--- src/rtl/core/fcirc_pkg.sv ---
// ----------------------------------------------------------------------------
// fcirc_pkg
// Shared types and constants of the circular-history FIR filter.
// ----------------------------------------------------------------------------
package fcirc_pkg;

  // Field widths fixed by the item format
  localparam int SAMPLE_W   = 16;
  localparam int COEF_IDX_W = 10;
  localparam int TAPCNT_W   = 11;
  localparam int PROD_W     = 2 * SAMPLE_W;

  // Q1.15 scaling, round half up, then clamp to the sample range
  localparam int FRAC_BITS  = 15;
  localparam int ROUND_BIAS = 1 << (FRAC_BITS - 1);
  localparam int SAT_MAX    = 32767;
  localparam int SAT_MIN    = -32768;

  // Item commands
  typedef enum logic [1:0] {
    CMD_FILTER = 2'd0,
    CMD_COEF   = 2'd1,
    CMD_CLEAR  = 2'd2
  } cmd_e;

  // Sequencer to MAC unit
  typedef struct packed {
    logic start;   // clear the accumulator
    logic mul_en;  // operands valid this cycle
  } mac_ctrl_t;

  // MAC unit to sequencer
  typedef struct packed {
    logic busy;    // a product is still on its way to the accumulator
  } mac_stat_t;

endpackage

--- src/rtl/core/fcirc_mac.sv ---
// ----------------------------------------------------------------------------
// fcirc_mac
// Shared multiply-accumulate unit: one registered 16x16 product per cycle,
// a wide accumulator, and round/saturate of the final sum.
// ----------------------------------------------------------------------------
module fcirc_mac
  import fcirc_pkg::*;
#(
  parameter int ACC_W = 42
) (
  input  logic                       clk_i,
  input  logic                       rst_ni,
  input  mac_ctrl_t                  ctrl_i,
  input  logic signed [SAMPLE_W-1:0] w_i,
  input  logic signed [SAMPLE_W-1:0] h_i,
  output mac_stat_t                  stat_o,
  output logic signed [SAMPLE_W-1:0] filtered_o,
  output logic                       clipped_o
);

  localparam int SH_W = ACC_W - FRAC_BITS;

  logic signed [PROD_W-1:0] prod_q;
  logic                     prod_vld_q;
  logic signed [ACC_W-1:0]  acc_q;
  logic signed [ACC_W-1:0]  rnd;
  logic signed [SH_W-1:0]   shifted;

  // Product stage
  always_ff @(posedge clk_i or negedge rst_ni) begin
    if (!rst_ni) begin
      prod_vld_q <= 1'b0;
    end else begin
      prod_vld_q <= ctrl_i.mul_en;
    end
  end

  always_ff @(posedge clk_i) begin
    if (ctrl_i.mul_en) begin
      prod_q <= w_i * h_i;
    end
  end

  // Accumulator
  always_ff @(posedge clk_i) begin
    if (ctrl_i.start) begin
      acc_q <= '0;
    end else if (prod_vld_q) begin
      acc_q <= acc_q + ACC_W'(prod_q);
    end
  end

  assign stat_o.busy = prod_vld_q;

  // Round half up, arithmetic shift, clamp
  assign rnd     = acc_q + ACC_W'(ROUND_BIAS);
  assign shifted = SH_W'(rnd >>> FRAC_BITS);

  always_comb begin
    if (shifted > SAT_MAX) begin
      filtered_o = SAMPLE_W'(SAT_MAX);
      clipped_o  = 1'b1;
    end else if (shifted < SAT_MIN) begin
      filtered_o = SAMPLE_W'(SAT_MIN);
      clipped_o  = 1'b1;
    end else begin
      filtered_o = SAMPLE_W'(shifted);
      clipped_o  = 1'b0;
    end
  end

endmodule

--- config.mk ---
export PLATFORM = sky130hd
export DESIGN_NAME = fcirc_mac
export DESIGN_NICKNAME = d
export VERILOG_FILES = /design/src/rtl/core/fcirc_pkg.sv /design/src/rtl/core/fcirc_mac.sv
export SDC_FILE = /design/constraint.sdc
export NUM_CORES = 1
export LEC_CHECK = 0
export ABC_AREA = 1
export BUFFER_PORTS_ARGS = -buffer_cell sky130_fd_sc_hd__buf_2
export CORE_MARGIN = 2
export CORE_UTILIZATION = 40
export CTS_CLUSTER_DIAMETER = 50
export DETAILED_ROUTE_END_ITERATION = 8
export PLACE_DENSITY = 0.67
export SYNTH_ARGS = -nofsm -noshare
export SYNTH_HDL_FRONTEND = slang
export SYNTH_SLANG_ARGS = --single-unit
--- constraint.sdc ---
create_clock -name clk_i -period 3.18 [get_ports clk_i]
set_clock_uncertainty 0.1 [all_clocks]
set_input_delay 0 -clock clk_i [delete_from_list [all_inputs] [get_ports clk_i]]
set_output_delay 0 -clock clk_i [all_outputs]
set_load 0.01 [all_outputs]
==> results of run 1 <==
==> metrics by stage <==
step           setup slack, ns  instances  hold WS (ns)  setup TNS (ns)
6_report                -1.623       3215        0.1069          -35.37
3_3_place_gp            -2.219       3160       -0.3185          -48.55
2_1_floorplan           -1.840       2477       -0.3956          -38.17
4_1_cts                 -1.664       3197        0.1159          -34.46
5_1_grt                 -1.785       3215        0.1472          -39.07
3_5_place_dp            -2.254       3160       -0.3226          -49.83
==> cell type report <==
| type | instances | area, µm² | area share |
|---|---|---|---|
| clock buffer | 13 | 240.2 | 0.01115 |
| tap | 539 | 674.4 | 0.03130 |
| timing repair buffer | 256 | 2296 | 0.1065 |
| sequential | 75 | 1827 | 0.08477 |
| multi-input combinational | 1657 | 13960 | 0.6479 |
| inverter | 672 | 2535 | 0.1176 |
| clock inverter | 3 | 15.01 | 0.0006967 |
==> layer usage <==
metal  vias up  share of wire  wire length [µm]
met3        91          0.038              1880
li1       7627              -                 -
met2       372           0.51             25150
met1      7583           0.42             20580
met4         0          0.032              1584
met5         -              0                 0
==> worst max-delay path, stage by stage <==
cell	delay, ns
buf_12	0.13
nand2_4	0.06
inv_2	0.04
fa_2	0.62
fa_2	0.50
buf_12	0.16
fa_1	0.52
inv_1	0.05
fa_1	0.56
fa_1	0.44
fa_1	0.52
inv_1	0.06
ha_4	0.24
a21oi_1	0.24
o21bai_1	0.09
a21oi_1	0.24
o2111ai_2	0.16
xor2_1	0.16
==> synthesized netlist by cell type, drive strengths merged <==
master,n,area [µm²]
inv,671,2519
nand2,667,2529
fa,263,5265
nor2,213,824.5
ha,124,1551
a21oi,96,480.5
nand3,85,445.4
clkbuf,70,262.8
o21ai,67,335.3
xor2,47,411.6
dfxtp,42,840.8
edfxtp,32,960.9
xnor2,23,201.4
nand4,17,106.4
nor3,13,70.07
o21bai,12,90.09
a21o,5,37.54
or2,5,31.28
a211oi,3,22.52
a31oi,3,18.77
buf,3,26.27
o211ai,3,22.52
a21boi,2,15.01
o21a,2,15.01
a31o,1,8.760
a41oi,1,8.760
and2,1,6.260
clkinv,1,3.750
dfrtp,1,25.02
nand2b,1,6.260
nand3b,1,7.510
o2111ai,1,8.760
o31ai,1,7.510
==> state kept, by name (all words and copies together), names as in the netlist <==
| signal | cells |
|---|---|
| stat_o | 1 |
| prod_q | 32 |
| acc_q | 42 |
==> worst paths after layout <==
kind	from	endpoint	slack (ns)	depth (start not counted)
setup / recovery	w_i[15]	prod_q[30]	-1.62	18
hold / removal	ctrl_i[0]	stat_o	0.11	1
setup reg to reg	prod_q[31]	acc_q[33]	0.47	10
hold reg to reg	acc_q[0]	acc_q[0]	0.39	2
max in group asynchronous	rst_ni	stat_o	2.48	3
min in group asynchronous	rst_ni	stat_o	0.39	3
==> what timing repair did <==
item	4_1_cts	5_1_grt
pin swaps	152	84
setup endpoints to repair	27	27
cloned	1	0
buffers inserted	18	20
hold endpoints to repair	1	0
hold buffers	2	0
resized for setup	230	99
==> cell families after synthesis <==
logic type                 count (synthesis)  share of synthesized area
and+or+nand+nor                         1003                     0.2346
AOI/OAI and AO/OA                        197                    0.06240
xor gates and xnor gates                  70                    0.03572
DFF                                       75                     0.1064
buffers and inverters                    745                     0.1638
adders and majority gates                387                     0.3971
==> summary.md, run 1 <==
| Metric | Value |
|---|---|
| Final min period | 4.803 ns |
| Final setup viols | 26 |
| Initial core utilization | 0.4074 |
| Most crowded layer after global routing | met2 |
| Synthesized flop and latch total | 75 |
| Slew HR | 0.2853 |
| H-tree depth | 3 |
| GP Congestion | 0.9639 |
| Diode count | 0 |
| Iter 0 DRT Violations | 843 |
| Die X | 211.2 µm |
| Mapped cell area | 17,170 µm² |
| RSZ-0062 raised after global routing | yes |
| Hold Crit Class | in2reg |
| Total congestion overflow | 0 |
| Worst-Skew Late Latency | 0.35 ns |
| Final Hold Violating Endpoints | 0 |
| Clock root cell | clkbuf_16 |
| Final Core Density | 0.5114 |
| Fillers | 4,014 |
| GR Util met3 | 0.02423 |
| CP arrival | 4.80 ns |
| I/O pin count | 54 |
| Crit end category | flip-flop |
| Longest Clk Path Bufs | 2 |
| Post-layout instance area | 21,550 µm² |
| Unique masters post-synth | 42 |
| Fraction of layout cells with a size suffix above 1 | 0.2108 |
| Syn_area_per_cell | 6.930 µm² |
| Core area | 42,130 µm² |
| CTS tree | yes |
| Initial antenna violation count | 0 |
| Clock transition at the registers of the reported paths | 0.06 ns |
| Net count reported at finish | 3,094 |
| Slew Limit Fails | 0 |
| Slew @ Worst Pin | 1.065 ns |
| Status | finished, violations left |
| Max FO, Critical Path | 13 |
| Leading cell types in the layout, fill and taps excluded | nand2_1, inv_1, fa_1 |
| Via count | 15,673 |
| Pin count of the biggest net entering global routing | 49 |
| Sequential element share of the synthesized area | 0.1064 |
| Final worst setup slack | -1.623 ns |
| Grt met2 use | 0.4232 |
| Met1 usage | 0.2823 |
| Worst EP required | 3.18 ns |
| Synth warn | 0 |
| Vias in the first global route | 16,617 |
| Placed Area | 19,770 µm² |
| Fmax | 208.2 MHz |
| Syn_nets | 2,900 |
| Crit Path Class | in2reg |
| Wire per inst | 15.30 µm |
| Clk sinks | 75 |
| Max-cap violations | 0 |
| First-pass GRT wire length | 82,230 µm |
| Total track usage | 0.2309 |
| HPWL Detailed | 41,860 µm |
| TritonCTS buffer count | 9 |
| Number of vias per cell | 4.875 |
| Number of remaining DRC errors | 0 |
| Failing checks | negative setup slack |
| CP Launch Type | input port |
| Die Area | 44,590 µm² |
| Row cnt | 75 |
| 1st-pass router iterations | 5 |
| Die Y | 211.2 µm |
| Routed wire length | 49,190 µm |
| Commonest non-fill, non-tap cell in the layout | nand2_1 |
| Port bufs | 53 |
| Area Growth Syn to Fin | 25.54% |
| Mapped Cells | 2,477 |
| Fin crit share | 1.511 |
| Routed Antenna Nets | 0 |
Power of run 1 is left out: the tool's default activity adds up to more than one toggle a clock period on the data nets, which glitch-free logic cannot reach.
==> run 2, diff against run 1 <==
--- a/config.mk
+++ b/config.mk
@@ -7,11 +7,13 @@
 export LEC_CHECK = 0
 export ABC_AREA = 1
 export BUFFER_PORTS_ARGS = -buffer_cell sky130_fd_sc_hd__buf_2
+export CORE_ASPECT_RATIO = 0.9
 export CORE_MARGIN = 2
 export CORE_UTILIZATION = 40
 export CTS_CLUSTER_DIAMETER = 50
 export DETAILED_ROUTE_END_ITERATION = 8
 export PLACE_DENSITY = 0.67
+export SKIP_LAST_GASP = 1
 export SYNTH_ARGS = -nofsm -noshare
 export SYNTH_HDL_FRONTEND = slang
 export SYNTH_SLANG_ARGS = --single-unit
==> summary.md, run 2 (synthesized netlist as in run 1, its figures left out) <==
| Metric | Value |
|---|---|
| Initial antenna violation count | 0 (unchanged) |
| Core area | 42,110 µm² (was 42,130 µm²) |
| Clock root cell | clkbuf_16 (unchanged) |
| CP Launch Type | input port (unchanged) |
| Crit Path Class | in2reg (unchanged) |
| Row cnt | 71 (was 75) |
| Number of vias per cell | 4.897 (was 4.875) |
| Max-cap violations | 0 (unchanged) |
| Wire per inst | 15.96 µm (was 15.30 µm) |
| R2R Setup Slk | 0.24 ns (was 0.47 ns) |
| Routed Antenna Nets | 0 (unchanged) |
| HPWL Detailed | 43,910 µm (was 41,860 µm) |
| Fillers | 4,025 (was 4,014) |
| Via count | 15,841 (was 15,673) |
| DP Cell Count | 3,177 (was 3,160) |
| Total congestion overflow | 0 (unchanged) |
| Reg2Reg Launch Point | acc_q[0] (was prod_q[31]) |
| Slew @ Worst Pin | 1.237 ns (was 1.065 ns) |
| Clk sinks | 75 (unchanged) |
| Worst R2R End | acc_q[32] (was acc_q[33]) |
| Final worst setup slack | -1.685 ns (was -1.623 ns) |
| CTS tree | yes (unchanged) |
| H-tree depth | 3 (unchanged) |
| TritonCTS buffer count | 9 (unchanged) |
| Vias in the first global route | 16,670 (was 16,617) |
| Commonest non-fill, non-tap cell in the layout | nand2_1 (unchanged) |
| Iter 0 DRT Violations | 1,146 (was 843) |
| Status | finished, violations left (unchanged) |
| CP arrival | 4.87 ns (was 4.80 ns) |
| WHS Path Cells | 1 (unchanged) |
| Final setup viols | 26 (unchanged) |
| Post-route insts no fill | 3,235 (was 3,215) |
| Final min period | 4.865 ns (was 4.803 ns) |
| Die X | 222.4 µm (was 211.2 µm) |
| Die Area | 44,590 µm² (about the same) |
| Pin count of the biggest net entering global routing | 49 (unchanged) |
| Routed wire length | 51,640 µm (was 49,190 µm) |
| Fraction of layout cells with a size suffix above 1 | 0.2210 (was 0.2108) |
| Fin crit share | 1.530 (was 1.511) |
| Worst hold start | ctrl_i[0] (unchanged) |
| Max reg flops | 42 (unchanged) |
| Worst Hold Path EP | stat_o (unchanged) |
| Sequential standard cell area | 1828 µm² (was 1827 µm²) |
| FF-to-FF path depth | 15 (was 10) |
| Max FO, Critical Path | 8 (was 13) |
| Net count reported at finish | 3,106 (was 3,094) |
| Initial core utilization | 0.4076 (was 0.4074) |
| Top reg by flops | acc_q (unchanged) |
| Worst-Skew Late Latency | 0.35 ns (about the same) |
| Final Core Density | 0.5192 (was 0.5114) |
| Final Hold Violating Endpoints | 0 (unchanged) |
| Die Y | 200.5 µm (was 211.2 µm) |
| Hold Crit Class | in2reg (unchanged) |
| Longest Clk Path Bufs | 2 (unchanged) |
| Area Growth Syn to Fin | 27.36% (was 25.54%) |
| Total track usage | 0.2406 (was 0.2309) |
| I/O pin count | 54 (unchanged) |
| GP Congestion | 0.9619 (was 0.9639) |
| Diode count | 0 (unchanged) |
| Fmax | 205.5 MHz (was 208.2 MHz) |
| Port bufs | 53 (unchanged) |
| Slew HR | 0.1704 (was 0.2853) |
| 1st-pass router iterations | 6 (was 5) |
| Crit end category | flip-flop (unchanged) |
| First-pass GRT wire length | 85,940 µm (was 82,230 µm) |
| Number of remaining DRC errors | 0 (unchanged) |
| Area of the multi-input gates | 14,040 µm² (was 13,960 µm²) |
| Slew Limit Fails | 0 (unchanged) |
| Failing checks | negative setup slack (unchanged) |
| RSZ-0062 raised after global routing | yes (unchanged) |
| Clock transition at the registers of the reported paths | 0.07 ns (was 0.06 ns) |
| Worst EP required | 3.18 ns (about the same) |
| Leading cell types in the layout, fill and taps excluded | nand2_1, inv_1, fa_1 (unchanged) |
## run 2: per-stage QoR
stage,hold WS (ns),worst slack (ns),cell area (µm²),TNS [ns]
floorplan,-0.3956,-1.840,18250,-38.17
global placement,-0.3246,-2.200,19890,-49.32
detailed placement,-0.3248,-2.287,19890,-50.65
CTS,0.1194,-1.686,21340,-35.43
global route,0.1464,-1.821,21860,-39.69
finish,0.1297,-1.685,21860,-35.46
## run 2: worst max-delay path: stages
cell	delay, ns
buf_16	0.13
nand2_8	0.07
inv_4	0.03
fa_2	0.63
fa_2	0.56
buf_4	0.19
fa_1	0.55
fa_1	0.44
fa_1	0.54
inv_1	0.05
fa_1	0.52
inv_1	0.06
ha_4	0.28
nand4_1	0.19
buf_4	0.20
buf_4	0.13
o2111ai_2	0.19
xor2_1	0.09
## run 2: final cells by class
cell class              count  area share
flip-flops and latches     75     0.08361
well taps                 547     0.03131
clock buffers              11     0.01156
multi-input cells        1657      0.6420
inverters                 672      0.1164
repair buffers            267      0.1121
clock inverters             5    0.002690
repair inverters            1   0.0003434
## run 2: worst max path at each step
stage               startpoint          to  slack (ns)
floorplan               h_i[5]  prod_q[31]       -1.84
global placement       h_i[15]  prod_q[28]       -2.20
detailed placement     h_i[15]  prod_q[26]       -2.29
CTS                    h_i[15]  prod_q[30]       -1.69
global route           h_i[15]  prod_q[28]       -1.82
finish                 w_i[15]  prod_q[30]       -1.69
## run 2: repair_timing
action                                  4_1_cts  5_1_grt
buffers inserted                             26       13
endpoints found under the setup margin       27       33
endpoints found under the hold margin         1        0
cloned                                        3        1
pin swaps                                   170      107
hold buffers                                  2        0
resized for setup                           250      108
## run 2: routing by layer
layer | track usage | routed length (µm) | up-vias
met1 | 0.3452 | 24130 | 7640
met2 | 0.3876 | 23010 | 473
met3 | 0.03718 | 3672 | 61
li1 | - | - | 7667
met5 | 0 | 0 | -
met4 | 0.04434 | 825 | 0
Power of run 2 is left out for the same reason.
==> run 3, diff against run 2 <==
--- a/config.mk
+++ b/config.mk
@@ -9,10 +9,10 @@
 export BUFFER_PORTS_ARGS = -buffer_cell sky130_fd_sc_hd__buf_2
 export CORE_ASPECT_RATIO = 0.9
 export CORE_MARGIN = 2
-export CORE_UTILIZATION = 40
+export CORE_UTILIZATION = 60
 export CTS_CLUSTER_DIAMETER = 50
 export DETAILED_ROUTE_END_ITERATION = 8
-export PLACE_DENSITY = 0.67
+export PLACE_DENSITY = 0.89
 export SKIP_LAST_GASP = 1
 export SYNTH_ARGS = -nofsm -noshare
 export SYNTH_HDL_FRONTEND = slang
==> constraint.sdc (replaced) <==
create_clock -name clk_i -period 4.8 [get_ports clk_i]
set_clock_uncertainty 0.1 [all_clocks]
set_input_delay 0 -clock clk_i [delete_from_list [all_inputs] [get_ports clk_i]]
set_output_delay 0 -clock clk_i [all_outputs]
set_load 0.01 [all_outputs]
==> summary.md, run 3 (synthesized netlist as in run 1, its figures left out) <==
| Metric | Value |
|---|---|
| Leading cell types in the layout, fill and taps excluded | inv_1, nand2_1, fa_1 (was nand2_1, inv_1, fa_1) |
| Worst-Skew Late Latency | 0.36 ns (was 0.35 ns) |
| FF-to-FF path depth | 15 (unchanged) |
| RSZ-0062 raised after global routing | yes (unchanged) |
| Fraction of layout cells with a size suffix above 1 | 0.1901 (was 0.2210) |
| Slew @ Worst Pin | 1.201 ns (was 1.237 ns) |
| Max reg flops | 42 (unchanged) |
| Total congestion overflow | 0 (unchanged) |
| Clock transition at the registers of the reported paths | 0.06 ns (was 0.07 ns) |
| Clock root cell | clkbuf_16 (unchanged) |
| Port bufs | 53 (unchanged) |
| Die Area | 29,980 µm² (was 44,590 µm²) |
| Clk sinks | 75 (unchanged) |
| Worst hold start | h_i[0] (was ctrl_i[0]) |
| Placed Area | 19,440 µm² (was 19,890 µm²) |
| Initial antenna violation count | 1 (was 0) |
| Commonest non-fill, non-tap cell in the layout | inv_1 (was nand2_1) |
| Hold slack | 0.08024 ns (was 0.1297 ns) |
| Net count reported at finish | 3,085 (was 3,106) |
| Pin count of the biggest net entering global routing | 50 (was 49) |
| Longest Clk Path Bufs | 2 (unchanged) |
| Top reg by flops | acc_q (unchanged) |
| Crit-path max cell delay | 0.62 ns (was 0.63 ns) |
| Final Hold Violating Endpoints | 0 (unchanged) |
| Setup TNS | -2.811 ns (was -35.46 ns) |
| CP arrival | 5.11 ns (was 4.87 ns) |
| Number of remaining DRC errors | 0 (unchanged) |
| Die X | 182.3 µm (was 222.4 µm) |
| Routed wire length | 56,150 µm (was 51,640 µm) |
| 1st-pass router iterations | 7 (was 6) |
| H-tree depth | 3 (unchanged) |
| Diode count | 0 (unchanged) |
| Buffers and inverters on the worst path | 6 (was 7) |
| Wire per inst | 18.55 µm (was 15.96 µm) |
| Crit-path most repeated cell | fa_1 (unchanged) |
| Max FO, Critical Path | 8 (unchanged) |
| Worst R2R End | acc_q[20] (was acc_q[32]) |
| Hold Crit Class | in2reg (unchanged) |
| Status | finished, violations left (unchanged) |
| HPWL Detailed | 43,780 µm (was 43,910 µm) |
| Slew HR | 0.1945 (was 0.1704) |
| Number of vias per cell | 5.506 (was 4.897) |
| Post-layout instance area | 20,700 µm² (was 21,860 µm²) |
| WHS Path Cells | 3 (was 1) |
| CTS tree | yes (unchanged) |
| Crit end category | flip-flop (unchanged) |
| Worst path depth | 20 (was 18) |
| Vias in the first global route | 17,080 (was 16,670) |
| Worst Hold Path EP | prod_q[0] (was stat_o) |
| First-pass GRT wire length | 86,300 µm (was 85,940 µm) |
| Routed Antenna Nets | 0 (unchanged) |
| Max-cap violations | 0 (unchanged) |
| Die Y | 164.5 µm (was 200.5 µm) |
| GP Congestion | 0.9769 (was 0.9619) |
| CP Launch Type | input port (unchanged) |
| Worst EP required | 4.80 ns (was 3.18 ns) |
| R2R Setup Slk | 1.71 ns (was 0.24 ns) |
| Iter 0 DRT Violations | 1,582 (was 1,146) |
| Fin crit share | 1.064 |
| Via count | 16,666 (was 15,841) |
| Reg2Reg Launch Point | acc_q[0] (unchanged) |
| Worst path slowest cell | fa_1 (was fa_2) |
| Final worst setup slack | -0.3066 ns (was -1.685 ns) |
| Critical path's top delay family | adder cells (unchanged) |
| Fmax | 195.8 MHz |
| Row cnt | 58 (was 71) |
| Final min period | 5.107 ns |
| I/O pin count | 54 (unchanged) |
| Pre-CTS WS | -0.7624 ns (was -2.287 ns) |
| Final setup viols | 19 (was 26) |
| Crit Path Class | in2reg (unchanged) |
| TritonCTS buffer count | 9 (unchanged) |
| Critical Path, Cell by Cell | buf_4 > buf_4 > nand2_1 > fa_1 > fa_2 > fa_2 > fa_1 > inv_2 > fa_1 > inv_2 > fa_1 > inv_2 > ha_4 > a21o_1 > a21oi_2 > nand3_2 > buf_4 > nand3_2 > o2111ai_2 > xor2_1 (was buf_16 > nand2_8 > inv_4 > fa_2 > fa_2 > buf_4 > fa_1 > fa_1 > fa_1 > inv_1 > fa_1 > inv_1 > ha_4 > nand4_1 > buf_4 > buf_4 > o2111ai_2 > xor2_1) |
| Core area | 28,010 µm² (was 42,110 µm²) |
| Total track usage | 0.3724 (was 0.2406) |
| Failing checks | negative setup slack (unchanged) |
| Area Growth Syn to Fin | 20.58% (was 27.36%) |
| Initial core utilization | 0.6128 (was 0.4076) |
| Slew Limit Fails | 0 (unchanged) |
| Start point of the critical path | h_i[1] (was w_i[15]) |
run 3: cell types whose count changed in the layout (fill, tap and decap cells not counted), sizes merged:
| cell | delta |
|---|---|
| buf | -23 |
| clkbuf | +2 |
run 3: area by class of cell:
| cell class | instances | area [µm²] |
|---|---|---|
| multi-input combinational | 1657 | 13520 |
| fill | 2013 | 7315 |
| inverter | 672 | 2534 |
| timing repair buffer | 247 | 2071 |
| sequential | 75 | 1827 |
| tap | 360 | 450.4 |
| clock buffer | 10 | 229.0 |
| clock inverter | 6 | 66.31 |
run 3: how the worst max path moves through the flow:
stage | to | slack [ns]
after floorplan | prod_q[31] | -0.22
after global placement | prod_q[26] | -0.66
after detailed placement | prod_q[26] | -0.76
after CTS | prod_q[26] | -0.12
after global routing | prod_q[30] | -0.47
final | prod_q[30] | -0.31
run 3: through the flow:
stage                 util  instances
finish              0.7389       3027
global route        0.7389       3027
CTS                 0.7234       3018
detailed placement  0.6940       2982
global placement    0.6940       2982
floorplan                -       2477
run 3: routing by layer:
layer  GRT usage  part of all wire  vias to the layer above
met5           0           0.00021                        -
met4      0.1195             0.042                        2
met3     0.08379              0.10                      207
met2      0.6142              0.46                      921
met1      0.4919              0.40                     7910
li1            -                 -                     7626
run 3: repair_timing:
action                                  CTS  global route
endpoints found under the hold margin     1             0
hold buffers                              2             0
endpoints found under the setup margin   20            21
gates cloned                              1             0
setup buffers                            17            10
pin swaps                                96            60
resized for setup                       102           124
run 3: tightest hold or removal path, delay by kind of cell:
| kind | cells | cell delay [ns] |
|---|---|---|
| simple gates | 1 | 0.11 |
| buf+inv | 2 | 0.26 |
Power of run 3 is left out for the same reason.
